$ cat src/rbwd_pkg.sv
package rbwd_pkg;

    localparam int RELAY_W   = 6;
    localparam int COUNT_W   = 16;
    localparam int NUM_REGS  = 6;
    localparam int CFG_IDX_W = 3;
    localparam int TDATA_W   = 16;

    localparam logic FUNC_TICK = 1'b0;
    localparam logic FUNC_CMD  = 1'b1;

    localparam logic [COUNT_W-1:0] COUNT_MAX = '1;

    typedef logic [COUNT_W-1:0] count_t;

    typedef struct packed {
        logic step;
        logic is_cmd;
        logic mask_bit;
        logic desired_bit;
    } lane_ctrl_t;

    typedef struct packed {
        logic on;
        logic forced;
    } lane_stat_t;

endpackage

$ cat src/relay_bank_with_on_time_watchdog.sv
// path from input transfer to result: input register, then result register
// throughput: one item per cycle while the result side is not stalled; all relay lanes update in parallel in one pass
// an input transfer is taken while a finished result waits, up to one item deep
// reset (aresetn low, synchronous): all relays off, on-time counters, status
// tick counter and all limits cleared, both channels empty
module relay_bank_with_on_time_watchdog #(
    parameter int RELAY_COUNT   = 6,
    parameter int STATUS_PERIOD = 200
) (
    input  logic                              aclk,
    input  logic                              aresetn,
    input  logic                              s_tvalid,
    output logic                              s_tready,
    input  logic [rbwd_pkg::TDATA_W-1:0]      s_tdata,   // mask, desired
    input  logic                              s_tuser,   // func
    output logic                              m_tvalid,
    input  logic                              m_tready,
    output logic [rbwd_pkg::TDATA_W-1:0]      m_tdata,   // relay_bits, forced_off
    output logic                              m_tuser,   // status_due
    input  logic                              cfg_valid,
    output logic                              cfg_ready,
    input  logic [rbwd_pkg::CFG_IDX_W-1:0]    cfg_index,
    input  logic [rbwd_pkg::COUNT_W-1:0]      cfg_wdata
);
    import rbwd_pkg::*;

    localparam int TICK_W = $clog2(STATUS_PERIOD + 1);
    localparam int PAD_W  = TDATA_W - 2 * RELAY_W;

    logic                in_valid_reg;
    logic                in_func_reg;
    logic [RELAY_W-1:0]  in_mask_reg;
    logic [RELAY_W-1:0]  in_desired_reg;

    logic                m_tvalid_reg;
    logic [RELAY_W-1:0]  state_reg;
    logic [RELAY_W-1:0]  forced_reg;
    logic                due_reg;

    logic [TICK_W-1:0]   tick_count_reg;
    logic [TICK_W-1:0]   tick_count_next;
    logic [TICK_W:0]     tick_sum;
    logic                tick_wrap;

    count_t              limit_reg [RELAY_COUNT];
    lane_stat_t          lane_stat [RELAY_COUNT];

    logic [RELAY_W-1:0]  state_next;
    logic [RELAY_W-1:0]  forced_next;
    logic [RELAY_W-1:0]  relay_mask;
    logic                due_next;
    logic                proceed;
    logic                s_xfer;

    assign proceed  = in_valid_reg && (!m_tvalid_reg || m_tready);
    assign s_tready = !in_valid_reg || proceed;
    assign s_xfer   = s_tvalid && s_tready;

    always_ff @(posedge aclk) begin
        if (!aresetn) begin
            in_valid_reg <= 1'b0;
        end else if (s_tready) begin
            in_valid_reg <= s_tvalid;
        end
    end

    always_ff @(posedge aclk) begin
        if (s_xfer) begin
            in_func_reg    <= s_tuser;
            in_mask_reg    <= s_tdata[RELAY_W-1:0];
            in_desired_reg <= s_tdata[2*RELAY_W-1:RELAY_W];
        end
    end

    // limit registers
    assign cfg_ready = 1'b1;

    for (genvar i = 0; i < RELAY_COUNT; i++) begin : g_limit
        always_ff @(posedge aclk) begin
            if (!aresetn) begin
                limit_reg[i] <= '0;
            end else if (cfg_valid && (cfg_index == CFG_IDX_W'(i))) begin
                limit_reg[i] <= cfg_wdata;
            end
        end
    end

    // relay lanes
    for (genvar i = 0; i < RELAY_W; i++) begin : g_lane
        if (i < RELAY_COUNT) begin : g_used
            lane_ctrl_t ctrl;

            assign ctrl.step        = proceed;
            assign ctrl.is_cmd      = (in_func_reg == FUNC_CMD);
            assign ctrl.mask_bit    = in_mask_reg[i];
            assign ctrl.desired_bit = in_desired_reg[i];

            rbwd_relay_lane u_lane (
                .aclk    (aclk),
                .aresetn (aresetn),
                .ctrl    (ctrl),
                .limit   (limit_reg[i]),
                .stat    (lane_stat[i])
            );

            assign state_next[i]  = lane_stat[i].on;
            assign forced_next[i] = lane_stat[i].forced;
            assign relay_mask[i]  = 1'b1;
        end else begin : g_unused
            assign state_next[i]  = 1'b0;
            assign forced_next[i] = 1'b0;
            assign relay_mask[i]  = 1'b0;
        end
    end

    // status period
    assign tick_sum        = {1'b0, tick_count_reg} + (TICK_W+1)'(1);
    assign tick_wrap       = tick_sum >= (TICK_W+1)'(STATUS_PERIOD);
    assign tick_count_next = tick_wrap ? '0 : tick_sum[TICK_W-1:0];

    always_comb begin
        if (in_func_reg == FUNC_CMD) begin
            due_next = 1'b1;
        end else begin
            due_next = tick_wrap || (forced_next != '0);
        end
    end

    always_ff @(posedge aclk) begin
        if (!aresetn) begin
            tick_count_reg <= '0;
        end else if (proceed && (in_func_reg == FUNC_TICK)) begin
            tick_count_reg <= tick_count_next;
        end
    end

    // result register
    always_ff @(posedge aclk) begin
        if (!aresetn) begin
            m_tvalid_reg <= 1'b0;
        end else if (proceed) begin
            m_tvalid_reg <= 1'b1;
        end else if (m_tready) begin
            m_tvalid_reg <= 1'b0;
        end
    end

    always_ff @(posedge aclk) begin
        if (proceed) begin
            state_reg  <= state_next;
            forced_reg <= forced_next;
            due_reg    <= due_next;
        end
    end

    assign m_tvalid = m_tvalid_reg;
    assign m_tdata  = {{PAD_W{1'b0}}, forced_reg, state_reg};
    assign m_tuser  = due_reg;

    a_forced_is_off: assert property (@(posedge aclk) disable iff (!aresetn)
        m_tvalid_reg |-> ((forced_reg & state_reg) == '0))
        else $error("forced relay reported on");

    a_forced_raises_due: assert property (@(posedge aclk) disable iff (!aresetn)
        (m_tvalid_reg && (forced_reg != '0)) |-> due_reg)
        else $error("forced off without status due");

    a_unused_relays_off: assert property (@(posedge aclk) disable iff (!aresetn)
        m_tvalid_reg |-> ((state_reg & ~relay_mask) == '0))
        else $error("relay beyond bank reported on");

    a_result_follows: assert property (@(posedge aclk) disable iff (!aresetn)
        proceed |=> m_tvalid_reg)
        else $error("processed item left no result");

    a_tick_in_range: assert property (@(posedge aclk) disable iff (!aresetn)
        {1'b0, tick_count_reg} < (TICK_W+1)'(STATUS_PERIOD))
        else $error("status tick counter out of range");

endmodule

$ cat src/rbwd_relay_lane.sv
module rbwd_relay_lane (
    input  logic                aclk,
    input  logic                aresetn,
    input  rbwd_pkg::lane_ctrl_t ctrl,
    input  rbwd_pkg::count_t    limit,
    output rbwd_pkg::lane_stat_t stat
);
    import rbwd_pkg::*;

    logic   on_reg;
    logic   on_next;
    count_t count_reg;
    count_t count_next;
    count_t count_inc;
    logic   forced;

    assign count_inc = (count_reg == COUNT_MAX) ? count_reg : count_reg + count_t'(1);

    always_comb begin
        on_next    = on_reg;
        count_next = count_reg;
        forced     = 1'b0;
        if (ctrl.is_cmd) begin
            if (ctrl.mask_bit) begin
                if (ctrl.desired_bit) begin
                    on_next = 1'b1;
                    if (!on_reg) begin
                        count_next = '0;
                    end
                end else begin
                    on_next = 1'b0;
                end
            end
        end else if (on_reg && (limit != '0)) begin
            count_next = count_inc;
            if (count_inc >= limit) begin
                on_next = 1'b0;
                forced  = 1'b1;
            end
        end
    end

    always_ff @(posedge aclk) begin
        if (!aresetn) begin
            on_reg    <= 1'b0;
            count_reg <= '0;
        end else if (ctrl.step) begin
            on_reg    <= on_next;
            count_reg <= count_next;
        end
    end

    assign stat.on     = on_next;
    assign stat.forced = forced;

endmodule

$ cat config.mk
export PLATFORM = sky130hd
export DESIGN_NAME = relay_bank_with_on_time_watchdog
export DESIGN_NICKNAME = d
export VERILOG_FILES = /design/src/rbwd_pkg.sv /design/src/relay_bank_with_on_time_watchdog.sv /design/src/rbwd_relay_lane.sv
export SDC_FILE = /design/constraint.sdc
export NUM_CORES = 1
export LEC_CHECK = 0
export BUFFER_PORTS_ARGS = -buffer_cell sky130_fd_sc_hd__buf_2
export CAP_MARGIN = 30
export CORE_AREA = 8 8 160 162
export DETAILED_ROUTE_END_ITERATION = 7
export DIE_AREA = 0 0 168 170
export GPL_ROUTABILITY_DRIVEN = 0
export PLACE_DENSITY = 0.81
export SYNTH_ARGS = -nofsm -noshare
export SYNTH_HDL_FRONTEND = slang
export SYNTH_SLANG_ARGS = --single-unit
export TNS_END_PERCENT = 30
$ cat constraint.sdc
create_clock -name aclk -period 8.7 [get_ports aclk]
set_input_delay 0.87 -clock aclk [delete_from_list [all_inputs] [get_ports aclk]]
set_output_delay 0.87 -clock aclk [all_outputs]
set_load 0.01 [all_outputs]
# ---- After elaboration in Yosys (flattened, before gate mapping)
# Memory sizes are Yosys's and may differ from the RTL's.
# Cells that the tools add are included.
dict set report classes {
  addsub 7
  n_lt_le_gt_ge 7
  eq_ne 29
  muxes 112
  n_bitwise 7
  reduce_logical 41
}
# operator count
set op_table {}
lappend op_table {{16-bit 2-to-1 mux} 42}
lappend op_table {{16-bit by 1-bit adder with 16-bit output, second input constant} 6}
lappend op_table {{16-bit == test, second input constant} 6}
lappend op_table {{16-bit >= comparator} 6}
lappend op_table {{16-bit nonzero test} 6}
lappend op_table {{1-bit 2-to-1 mux} 69}
lappend op_table {{5-bit AND reduction} 6}
lappend op_table {{2-bit by 1-bit inequality test with 1-bit output, second input constant} 12}
lappend op_table {{1-bit logical AND} 15}
lappend op_table {{2-bit nonzero test} 7}
lappend op_table {{2-bit inequality test, second input constant} 6}
lappend op_table {{8-bit by 1-bit adder with 9-bit output, second input constant} 1}
lappend op_table {{9-bit by 8-bit >= comparator with 1-bit output, second input constant} 1}
lappend op_table {{8-bit 2-to-1 mux} 1}
lappend op_table {{3-bit by 2-bit == test with 1-bit output, second input constant} 2}
lappend op_table {{3-bit == test, second input constant} 2}
lappend op_table {{1-bit bitwise OR} 6}
lappend op_table {{6-bit nonzero test} 1}
lappend op_table {{3-bit by 1-bit == test with 1-bit output, second input constant} 1}
lappend op_table {{3-bit logical NOT} 1}
lappend op_table {{1-bit logical OR} 3}
lappend op_table {{1-bit logical NOT} 2}
lappend op_table {{1-bit NOT} 1}
dict set report totals {
  register_bits 138
  mem_bits_rw 96
  inputBits 41
  out_inout_bits 20
  elab_cells 225
  n_memories 1
}
# memory depth word_bits read_ports rd_clocked_by_memory_dff wr line_no
set mem_list {}
lappend mem_list {limit_reg 6 16 6 0 6 relay_bank_with_on_time_watchdog.sv:45} ;# count_t limit_reg [RELAY_COUNT];

# ---- Logic depth before layout (Yosys ltp)
dict set report logic_depth {
  ltp_word 8
  depth_mapped 16
  ltp_nobuf 14
}

# ---- Cells and area by module
# From an unflattened synthesis, not the netlist that was laid out.
dict set report unflattened {
  cells_unflattened 1660
  hier_area_um2 15456.1
}
# module instances cells_each area_per_inst_um2 seq_area_each_um2
set modules_own_cells {}
lappend modules_own_cells {{rbwd_relay_lane at g_lane[0].g_used.u_lane ...} 5 220 1720.4 340.3}
lappend modules_own_cells {relay_bank_with_on_time_watchdog 1 340 5127.4 3863.7}
lappend modules_own_cells {{rbwd_relay_lane at g_lane[2].g_used.u_lane} 1 220 1726.7 340.3}

# ---- Least setup slack after synthesis
# OpenSTA, ideal clock, no wires.
dict set report synth_path {
  path_type {register to register}
  start {reg g_lane[2].g_used.u_lane.count_reg[3]}
  end {reg due_reg (netlist: m_tuser), data pin}
  setup_ns 0.272
  arrival_ns 3.297
  t_required_ns 8.428
  slack_ns 5.132
  path_stages_with_launch 16
  n_path_buf 3
  period_less_slack_ns 3.568
  cell_sequence {dfxtp_1 > buf_2 > and4_1 > buf_2 > nand4_1 > or4_1 > buf_2 > mux2_1 > ha_1 > or3b_1 > o2111ai_1 > a31oi_1 > a2111oi_2 > o21ai_1 > nor4bb_1 > nand4bb_1}
}
dict set report synth_between {
  elab_chain_cells 8
  elab_cells_between_ends 9
  classes_between {add/sub (1); order compare (1); eq/ne (1); mux (4); reduce/logical (2)}
}
# element line_no
set synth_rtl {}
lappend synth_rtl {{start: declaration} rbwd_relay_lane.sv:12} ;# count_t count_reg;
lappend synth_rtl {{start signal: assignment} rbwd_relay_lane.sv:49} ;# count_reg <= count_next;
lappend synth_rtl {{16-bit by 1-bit adder with 16-bit output or 16-bit == test (tied branches)} rbwd_relay_lane.sv:17} ;# assign count_inc = (count_reg == COUNT_MAX) ? count_reg : count_reg + count_t'(1);
lappend synth_rtl {{16-bit 2-to-1 mux *} rbwd_relay_lane.sv:17}
lappend synth_rtl {{16-bit >= comparator *} rbwd_relay_lane.sv:36} ;# if (count_inc >= limit) begin
lappend synth_rtl {{1-bit 2-to-1 mux *} rbwd_relay_lane.sv:36}
lappend synth_rtl {{1-bit 2-to-1 mux *} rbwd_relay_lane.sv:34} ;# end else if (on_reg && (limit != '0)) begin
lappend synth_rtl {{1-bit 2-to-1 mux *} rbwd_relay_lane.sv:23} ;# if (ctrl.is_cmd) begin
lappend synth_rtl {{6-bit nonzero test *} relay_bank_with_on_time_watchdog.sv:125} ;# due_next = tick_wrap || (forced_next != '0);
lappend synth_rtl {{1-bit logical OR *} relay_bank_with_on_time_watchdog.sv:125}
lappend synth_rtl {{end signal: assignment} relay_bank_with_on_time_watchdog.sv:152} ;# due_reg <= due_next;
lappend synth_rtl {{end: declaration} relay_bank_with_on_time_watchdog.sv:38} ;# logic due_reg;
# Every way passes the cells marked *; elsewhere a longest branch is shown, timed or not.
# A chain may end at the register's enable or synchronous reset.

# ---- Worst setup path after layout
# Ends and elaborated chain as after synthesis.

==> metrics.md <==
| Metric | Value |
|---|---|
| Clock skew | a little under 0.009 ns |
| Critical Path RT | around 9 ns |
| Asr flop ratio synth | 0% |
| Wirelength per Cell | between 15 and 20 um |
| Fin area | ~0.015 sq mm |
| Global-route wire length before repair | about 56 mm |
| Register area share after synthesis | around two fifths |
| Max FO, Critical Path | 8 |
| Die Ht | roughly 170 um |
| Total number of yosys warnings | 0 |
| CTS tree | yes |
| Post-synth EDFFs | about 120 |
| Die X | between 150 and 200 um |
| Mapped Avg Cell Area | about 9 sq um |
| Pins Over Slew Limit | 0 |
| P_sw | between 500 and 600 uW |
| Synthesized area | between 0.01 and 0.015 sq mm |
| Hold Path Origin | g_lane[5].g_used.u_lane.count_reg[1] |
| Initial antenna violation count | 1 |
| ANT nets after route | 0 |
| Die area | approximately 0.029 sq mm |
| Comb pwr share | around 5.9% |
| Area growth syn-to-layout | 8.93% |
| Share of cells above drive strength 1 | a little under a tenth |
| Antenna Cells | 0 |
| I/O Buffers | 51 |
| Dpl cells | ~1800 |
| RSZ-0062 raised after global routing | false |
| Slew margin rel. | a little under a third |
| Area share of the largest cell type after synthesis | 25.8% |
| Worst Setup End Kind | flop |
| DR DRC count | 0 |
| Endpoints failing setup | 0 |
| GRT Resource Usage Total | around 24% |
| Reg power frac | around 51% |
| R2r setup slk | between 4 and 5 ns |
| H-tree levels | 1 |
| Fin crit share | between 40 and 50% |
| Internal power | about 1900 uW |
| Root buf cell | clkbuf_16 |
| Post-CTS Setup Inserts | 0 |
| Hold EP | g_lane[5].g_used.u_lane.count_reg[1] |
| Rows | 56 |
| Most numerous cell in the Yosys netlist | edfxtp_1 |
| CTS max path bufs | 3 |
| Synthesized instance count | 1549 |
| Core Region | between 0.02 and 0.025 sq mm |
| Final Hold Viols | 0 |
| FF-to-FF End | m_tuser |
| Synth top area cells | edfxtp_1 (26%), dfxtp_1 (16%), ha_1 (9.2%), and2_1 (4.7%), a21oi_1 (3.7%) |
| PwrDens | 157 mW/mm^2 |
| Reg2Reg Depth | 12 |
| Max Cap Violations | 0 |
| Starting density of the core | a little over 60% |
| Drt first-iter violations | 970 |
| RR Startpoint | g_lane[2].g_used.u_lane.count_reg[3] |
| Min Tclk post-route | 4.30 ns |
| Pre-CTS setup slack | 4.41 ns |
| Cell area after placement | roughly 0.015 sq mm |
| CP arrival | about 4.6 ns |
| Total Wirelength | roughly 35 mm |
| Vias in the first global route | ~11000 |
| Total number of vias | around 12000 |
| CP Class | reg -> reg |
| Worst setup margin | approximately 4.4 ns |
| Max VDD drop | ~0.15 mV |
| Most frequent cells after synthesis | edfxtp_1 (122), nor2_1 (119), nand2_1 (116) |
| Startpoint Class | flop |
| Drt pass-1 iters | 5 |
| Fmax | 232 MHz |
| GRT overflow | 0 |
| Top_reg_cell synth | edfxtp_1 |
| Leakage | 0.00642 uW |
| Sw Share | approximately a quarter |
| # hold bufs at CTS | 0 |
| Status | completed |
| CTS sink cnt | approximately 230 |
| Layout Nets | around 1700 |
| HP Class | reg -> reg |
| Synth cell types | slightly below 90 |
| TritonCTS Buffers | 26 |
| IO Pins | 61 |
| Final Non-Filler Cells | ~1900 |
| Clk slew on worst S/H paths | approximately 0.060 ns |
| Worst hold slack | 0.493 ns |
| Cell taking the most area after synthesis | edfxtp_1 |
| Post-synthesis register bit count | about 230 |
| Setup TNS | 0 ns |
| Via/cell ratio | roughly 6.2 |
| Largest net degree at the start of global routing | 62 |
| Slew @ Worst Pin | ~1.0 ns |
| Worst skew pair latency | ~0.53 ns |
| Post-CTS sizing | 0 |
| Post-DP HPWL | roughly 25 mm |
| Clock power frac | between 40 and 50% |
| WHS Path Cells | 2 |
critical path: stages (launching register included):
cell,delay [ns]
dfxtp_1,0.45
and4_1,0.37
nand4_1,0.17
or4_1,0.59
mux2_1,0.38
ha_1,0.19
or3b_1,0.36
o2111ai_1,0.12
a31oi_1,0.14
a2111oi_2,0.45
o21ai_1,0.26
nor4bb_1,0.41
nand4bb_1,0.15
power groups by stage:
stage	Clock (uW)	Combinational [uW]	Sequential, uW
final	1060	144	1230
after floorplan	0	83.0	1240
after CTS	1080	142	1230
after global placement	0	136	1250
after detailed placement	0	141	1250
after global routing	1110	158	1230
how the worst max path moves through the flow:
stage,start,endpoint,slack [ns]
floorplan,g_lane[2].g_used.u_lane.count_reg[3],m_tuser,5.13
global placement,g_lane[2].g_used.u_lane.count_reg[3],m_tuser,4.56
detailed placement,g_lane[2].g_used.u_lane.count_reg[3],m_tuser,4.41
CTS,g_lane[2].g_used.u_lane.count_reg[3],m_tuser,4.40
global route,g_lane[2].g_used.u_lane.count_reg[3],m_tuser,4.23
finish,g_lane[2].g_used.u_lane.count_reg[3],m_tuser,4.40
layout make-up:
class | count | area [sq um]
Timing Repair Buffer | 64 | 350
Sequential cell | 234 | 5910
Clock buffer | 34 | 722
Inverter | 116 | 435
Fill cell | 1783 | 7580
Tap cell | 290 | 363
Multi-Input combinational cell | 1141 | 7600
Clock inverter | 14 | 96.3
placed cells by master (no fill, tap or decap), drive strengths merged, types with 8 or more instances in the layout:
cell type / netlist / final
xnor2: 38 / 38
a311oi: 10 / 10
and2: 107 / 107
o31ai: 20 / 20
edfxtp: 122 / 122
nand4: 33 / 33
nor3: 39 / 39
o21a: 17 / 17
a31oi: 19 / 19
clkbuf: 33 / 34
dfxtp: 112 / 112
nor4: 27 / 27
ha: 104 / 104
nor2: 119 / 119
o21ai: 75 / 75
a21oi: 107 / 107
a22o: 10 / 10
clkinv: 0 / 10
nand3: 75 / 75
inv: 116 / 117
o211a: 15 / 15
mux2: 8 / 8
nor2b: 15 / 15
a32o: 9 / 9
nand2b: 11 / 11
and3: 24 / 24
buf: 28 / 64
a21o: 13 / 13
and4: 11 / 11
nand2: 117 / 117
xor2: 25 / 25
kinds of logic after synthesis:
logic type | count (synthesis) | share of synthesized area, %
mux | 11 | 0.872
xor+xnor | 63 | 3.89
flops | 234 | 41.6
compound gates | 352 | 16.4
buf+inv | 177 | 5.07
other cells | 2 | 0.0529
simple gates | 606 | 22.9
fa+ha+maj | 104 | 9.16
stage by stage:
step	utilization (%)	total power, uW
after floorplan	-	1330
after global placement	63.5	1380
after detailed placement	63.5	1390
after CTS	67.1	2440
after global routing	67.1	2500
final	67.1	2430
routing by layer:
layer,wire (um),up-vias,GRT usage (%)
met5,0,-,0
met4,885,0,8.11
met3,2520,64,3.54
met2,16600,400,41.5
met1,14800,5583,30.7
li1,-,5694,-
No activity file was read; power rests on OpenSTA's default activity.
